## src/hw/rtl/utf8sd_pkg.sv

```systemverilog
// ----------------------------------------------------------------------------
// utf8sd_pkg
// Shared types, byte-class constants and the lead-byte classifier for the
// streaming UTF-8 decoder.
// ----------------------------------------------------------------------------
package utf8sd_pkg;

  localparam int unsigned BYTE_W  = 8;
  localparam int unsigned POINT_W = 21;
  localparam int unsigned OWED_W  = 2;

  // Lead byte boundaries and payload masks
  localparam logic [BYTE_W-1:0] LEAD_ONE_LIM   = 8'h80;
  localparam logic [BYTE_W-1:0] LEAD_TWO_LO    = 8'hC0;  // exclusive
  localparam logic [BYTE_W-1:0] LEAD_THREE_LO  = 8'hE0;
  localparam logic [BYTE_W-1:0] LEAD_FOUR_LO   = 8'hF0;
  localparam logic [BYTE_W-1:0] LEAD_FOUR_LIM  = 8'hF8;
  localparam logic [BYTE_W-1:0] MASK_TWO       = 8'h1F;
  localparam logic [BYTE_W-1:0] MASK_THREE     = 8'h0F;
  localparam logic [BYTE_W-1:0] MASK_FOUR      = 8'h07;
  localparam logic [BYTE_W-1:0] MASK_CONT      = 8'h3F;
  localparam logic [BYTE_W-1:0] CONT_TAG_MASK  = 8'hC0;
  localparam logic [BYTE_W-1:0] CONT_TAG       = 8'h80;

  typedef enum logic [2:0] {
    LEAD_ONE,
    LEAD_TWO,
    LEAD_THREE,
    LEAD_FOUR,
    LEAD_BAD
  } lead_kind_t;

  typedef struct packed {
    logic [POINT_W-1:0] code_point;
    logic               bad_sequence;
    logic               out_last;
  } result_t;

  typedef struct packed {
    logic [POINT_W-1:0] partial_point;
    logic [OWED_W-1:0]  bytes_owed;
    logic               dropping_rest;
  } dec_state_t;

  function automatic lead_kind_t classify_lead(input logic [BYTE_W-1:0] b);
    lead_kind_t kind;
    if (b < LEAD_ONE_LIM) begin
      kind = LEAD_ONE;
    end else if (b > LEAD_TWO_LO && b < LEAD_THREE_LO) begin
      kind = LEAD_TWO;
    end else if (b >= LEAD_THREE_LO && b < LEAD_FOUR_LO) begin
      kind = LEAD_THREE;
    end else if (b >= LEAD_FOUR_LO && b < LEAD_FOUR_LIM) begin
      kind = LEAD_FOUR;
    end else begin
      kind = LEAD_BAD;
    end
    return kind;
  endfunction

endpackage

```

## src/hw/rtl/utf8sd_decode.sv

```systemverilog
// ----------------------------------------------------------------------------
// utf8sd_decode
// Decoder state registers and the per-byte step: lead classification,
// continuation gathering, truncation and drop-to-end-of-string handling.
// ----------------------------------------------------------------------------
module utf8sd_decode import utf8sd_pkg::*; (
  input  logic              clk,
  input  logic              rst,
  input  logic              step,
  input  logic [BYTE_W-1:0] in_byte,
  input  logic              in_last,
  output logic              res_valid,
  output result_t           result
);

  dec_state_t state;
  dec_state_t state_next;

  lead_kind_t         kind;
  logic [POINT_W-1:0] gathered;
  logic [OWED_W-1:0]  owed_dec;
  logic               err;

  always_comb begin
    kind       = classify_lead(in_byte);
    gathered   = {state.partial_point[POINT_W-7:0], in_byte[5:0]};
    owed_dec   = state.bytes_owed - OWED_W'(1);
    state_next = state;
    res_valid  = 1'b0;
    err        = 1'b0;
    result     = '0;

    if (state.dropping_rest) begin
      if (in_last) begin
        state_next = '0;
      end
    end else if (state.bytes_owed == '0) begin
      unique case (kind)
        LEAD_ONE: begin
          res_valid         = 1'b1;
          result.code_point = POINT_W'(in_byte);
          result.out_last   = in_last;
        end
        LEAD_TWO: begin
          state_next.partial_point = POINT_W'(in_byte & MASK_TWO);
          state_next.bytes_owed    = OWED_W'(1);
          err                      = in_last;
        end
        LEAD_THREE: begin
          state_next.partial_point = POINT_W'(in_byte & MASK_THREE);
          state_next.bytes_owed    = OWED_W'(2);
          err                      = in_last;
        end
        LEAD_FOUR: begin
          state_next.partial_point = POINT_W'(in_byte & MASK_FOUR);
          state_next.bytes_owed    = OWED_W'(3);
          err                      = in_last;
        end
        default: err = 1'b1;
      endcase
    end else if ((in_byte & CONT_TAG_MASK) != CONT_TAG) begin
      err = 1'b1;
    end else if (owed_dec == '0) begin
      res_valid                = 1'b1;
      result.code_point        = gathered;
      result.out_last          = in_last;
      state_next.partial_point = '0;
      state_next.bytes_owed    = '0;
    end else begin
      state_next.partial_point = gathered;
      state_next.bytes_owed    = owed_dec;
      err                      = in_last;
    end

    // any error: one bad result, clear the sequence, drop to string end
    if (err) begin
      res_valid                = 1'b1;
      result.code_point        = '0;
      result.bad_sequence      = 1'b1;
      result.out_last          = 1'b1;
      state_next.partial_point = '0;
      state_next.bytes_owed    = '0;
      state_next.dropping_rest = ~in_last;
    end
  end

  always_ff @(posedge clk) begin
    if (rst) begin
      state <= '0;
    end else if (step) begin
      state <= state_next;
    end
  end

  a_err_starts_drop: assert property (@(posedge clk) disable iff (rst)
    step && res_valid && result.bad_sequence && !in_last |=> state.dropping_rest)
    else $error("error before string end did not start dropping");

  a_drop_no_seq: assert property (@(posedge clk) disable iff (rst)
    state.dropping_rest |-> state.bytes_owed == '0 && state.partial_point == '0)
    else $error("sequence state live while dropping");

  a_drop_silent: assert property (@(posedge clk) disable iff (rst)
    state.dropping_rest |-> !res_valid)
    else $error("result produced while dropping");

  a_last_clears: assert property (@(posedge clk) disable iff (rst)
    step && in_last |=> state.bytes_owed == '0 && !state.dropping_rest)
    else $error("state not cleared at string end");

endmodule

```

## config.mk

```make
export PLATFORM = sky130hd
export DESIGN_NAME = utf8sd_decode
export DESIGN_NICKNAME = d
export VERILOG_FILES = /design/src/hw/rtl/utf8sd_pkg.sv /design/src/hw/rtl/utf8sd_decode.sv
export SDC_FILE = /design/constraint.sdc
export NUM_CORES = 1
export LEC_CHECK = 0
export BUFFER_PORTS_ARGS = -buffer_cell sky130_fd_sc_hd__buf_2
export CORE_MARGIN = 5
export CORE_UTILIZATION = 50
export CTS_BUF_LIST = sky130_fd_sc_hd__clkbuf_16
export CTS_CLUSTER_SIZE = 20
export DETAILED_ROUTE_END_ITERATION = 8
export PLACE_DENSITY = 0.84
export SLEW_MARGIN = 0
export SYNTH_ARGS = -nofsm -noshare
export SYNTH_HDL_FRONTEND = slang
export SYNTH_SLANG_ARGS = --single-unit
```

## constraint.sdc

```tcl
create_clock -name clk -period 4.97 [get_ports clk]
set_input_delay 0.497 -clock clk [delete_from_list [all_inputs] [get_ports clk]]
set_output_delay 0.497 -clock clk [all_outputs]
set_load 0.1 [all_outputs]
```

==> impl_metrics.ini <==
[outcome]
status = complete, no violations

[global_routing]
grt_first_pass_wirelength_um = 4260
grt_max_degree = 26
grt_pass1_vias = 971
antenna_found_initial = 0
grt.overflow.total = 0
grt_usage = 0.166

[sta]
setup_viol = 0
period_share = 0.628
period_needed_ns = 3.12
setup_tns_ns = 0
skew_ns = 0.00253
slew_violations = 0
worst_pin_slew_ns = 0.591
slew_headroom = 0.604
rsz0062_at_grt = no
setup_ws_ns = 1.85
hold_viol_final = 0
fmax_mhz = 320
whs_ns = 0.471

[synth]
yosys_warnings = 0
synth_top_flop_cell = dfxtp_1
syn_nets = 138
postSynthCellCount = 124
syn_area_per_cell_um2 = 8.34
synth-seq-area-share = 0.348
synth-edff-count = 0
synth_async_sr_flop_share = 0
syn_area_mm2 = 0.00103
synth_cell_types = 34
ys_ff_latch = 18

[layout]
ff_latch_area_um2 = 360
layout_common_cells = 35 x buf_2, 20 x and2_1, 18 x nor2_1, 18 x dfxtp_1, 10 x a22oi_1
layout-drive-gt1-share = 0.306
layout_commonest_cell = buf_2
fin_nets = 172
fillers = 186
fin_area_mm2 = 0.00130
multiInputGateArea_um2 = 636
post-route-util = 0.664
fin_cells = 184
diodes = 0
syn_to_final_growth_pct = 25.9

[clock_tree]
cts_root_buffer = clkbuf_16
clk-insertion-delay-late_ns = 0.25
cts_tree = done
numCtsBuffers = 3
ctsLongestPathBuffers = 2
ctsHoldBuffers = 0
cts.htree.levels = 1
clkTransAtPathRegs_ns = 0.05
cts_setup_buffers = 0
cts.sinks = 18
cts-resized-gates = 0

[place]
dpl.hpwl_um = 1810
gp_congestion = 0.911
port_buffers = 35
placedCellCount = 180
pre_cts_slack_ns = 2.10
placed_area_mm2 = 0.00122

[critical_path]
crit_required_ns = 4.47
worstRegToRegCells = 8
start_kind = flip-flop
r2r_setup_slack_ns = 2.89
reg2reg_from = state[1]
path_class = flip-flop to output pin
r2r-end = gathered[10]
crit_arrival_ns = 2.63
cp_max_fo = 14
endpoint_kind = output pin

[die]
die_y_um = 55.5
rows = 16
core_mm2 = 0.00196
die_w_um = 55.5
ios = 36
dieArea_mm2 = 0.00308
start_util = 0.527

[detailed_routing]
drt_iter0_markers = 20
drtAntennaViolNets = 0
m1WireLength_um = 1050
routedWlPerCell_um = 13.2
drc = 0
met3_length_um = 105
vias = 990
first_pass_iters = 4
totalWireLength_um = 2430
viasPerCell = 5.38
wl_met2_um = 1250
top_layer = met4

[power]
vdd_drop_max_mv = 0.237
power_density_mw_per_mm2 = 350
power_uw = 456
p_leak_nw = 0.567

[flow_run]
maxCapViolCount = 0

[worst_hold_path]
min_path_cells = 2
hold_start = step
hold_path.class = input port to flip-flop
hold_end = state[0]
[kinds of logic (layout without fill, tap and decap cells)]
logic type                 Yosys count  after routing  synth area share
and+or+nand+nor                     65             65             0.363
adders and majority gates            2              2            0.0242
buffers and inverters               10             43            0.0447
AOI/OAI and AO/OA                   29             29             0.220
DFF                                 18             18             0.348
[synthesized netlist by cell type (all sizes together) (2+ instances only)]
master	number	area, um2
and2	20	125
nor2	19	73.8
dfxtp	18	360
a22oi	10	75.1
nand3b	7	52.6
nand2b	6	37.5
o21ai	6	30.0
buf	5	27.5
a21oi	4	20.0
inv	3	11.3
nand2	3	11.3
clkbuf	2	7.51
ha	2	25.0
nor3	2	15.0
or2	2	12.5
[registers in the layout, summed over array words and instances (netlist names)]
name and cells:
gathered 15, state 3
[area by class of cell]
cell class / count / share of cell area
tap: 27 / 0.0259
timing repair buffer: 36 / 0.140
sequential: 18 / 0.277
multi-input combinational: 96 / 0.488
clock buffer: 3 / 0.0576
clock inverter: 1 / 0.00288
inverter: 3 / 0.00865
[worst max-delay path, cell delays in order (launching register included)]
cell,delay (ns)
dfxtp_1,0.34
inv_1,0.08
ha_1,0.24
nand3_1,0.13
a311oi_2,0.28
a221oi_2,0.14
nor3_2,0.52
and2_1,0.21
buf_2,0.42
[how the worst max path moves through the flow]
stage | startpoint | slack, ns | cells after the start | end
3_5_place_dp | state[1] | 2.10 | 8 | result[14]
4_1_cts | state[1] | 1.83 | 8 | result[13]
2_1_floorplan | state[1] | 1.85 | 7 | result[8]
3_3_place_gp | in_byte[7] | 2.20 | 7 | result[13]
5_1_grt | state[1] | 1.57 | 7 | result[21]
6_report | state[1] | 1.85 | 8 | result[20]
[metal layers]
layer | vias up | global-route usage
met3 | 4 | 0.0350
met5 | - | 0
met4 | 0 | 0.0694
li1 | 503 | -
met1 | 455 | 0.201
met2 | 28 | 0.282
[power by group]
part           leakage, nW  switching, mW  internal [mW]
logic                0.383          0.112         0.0304
clock network       0.0385         0.0529          0.107
registers            0.146        0.00484          0.149
No activity file was read; power rests on OpenSTA's default activity.
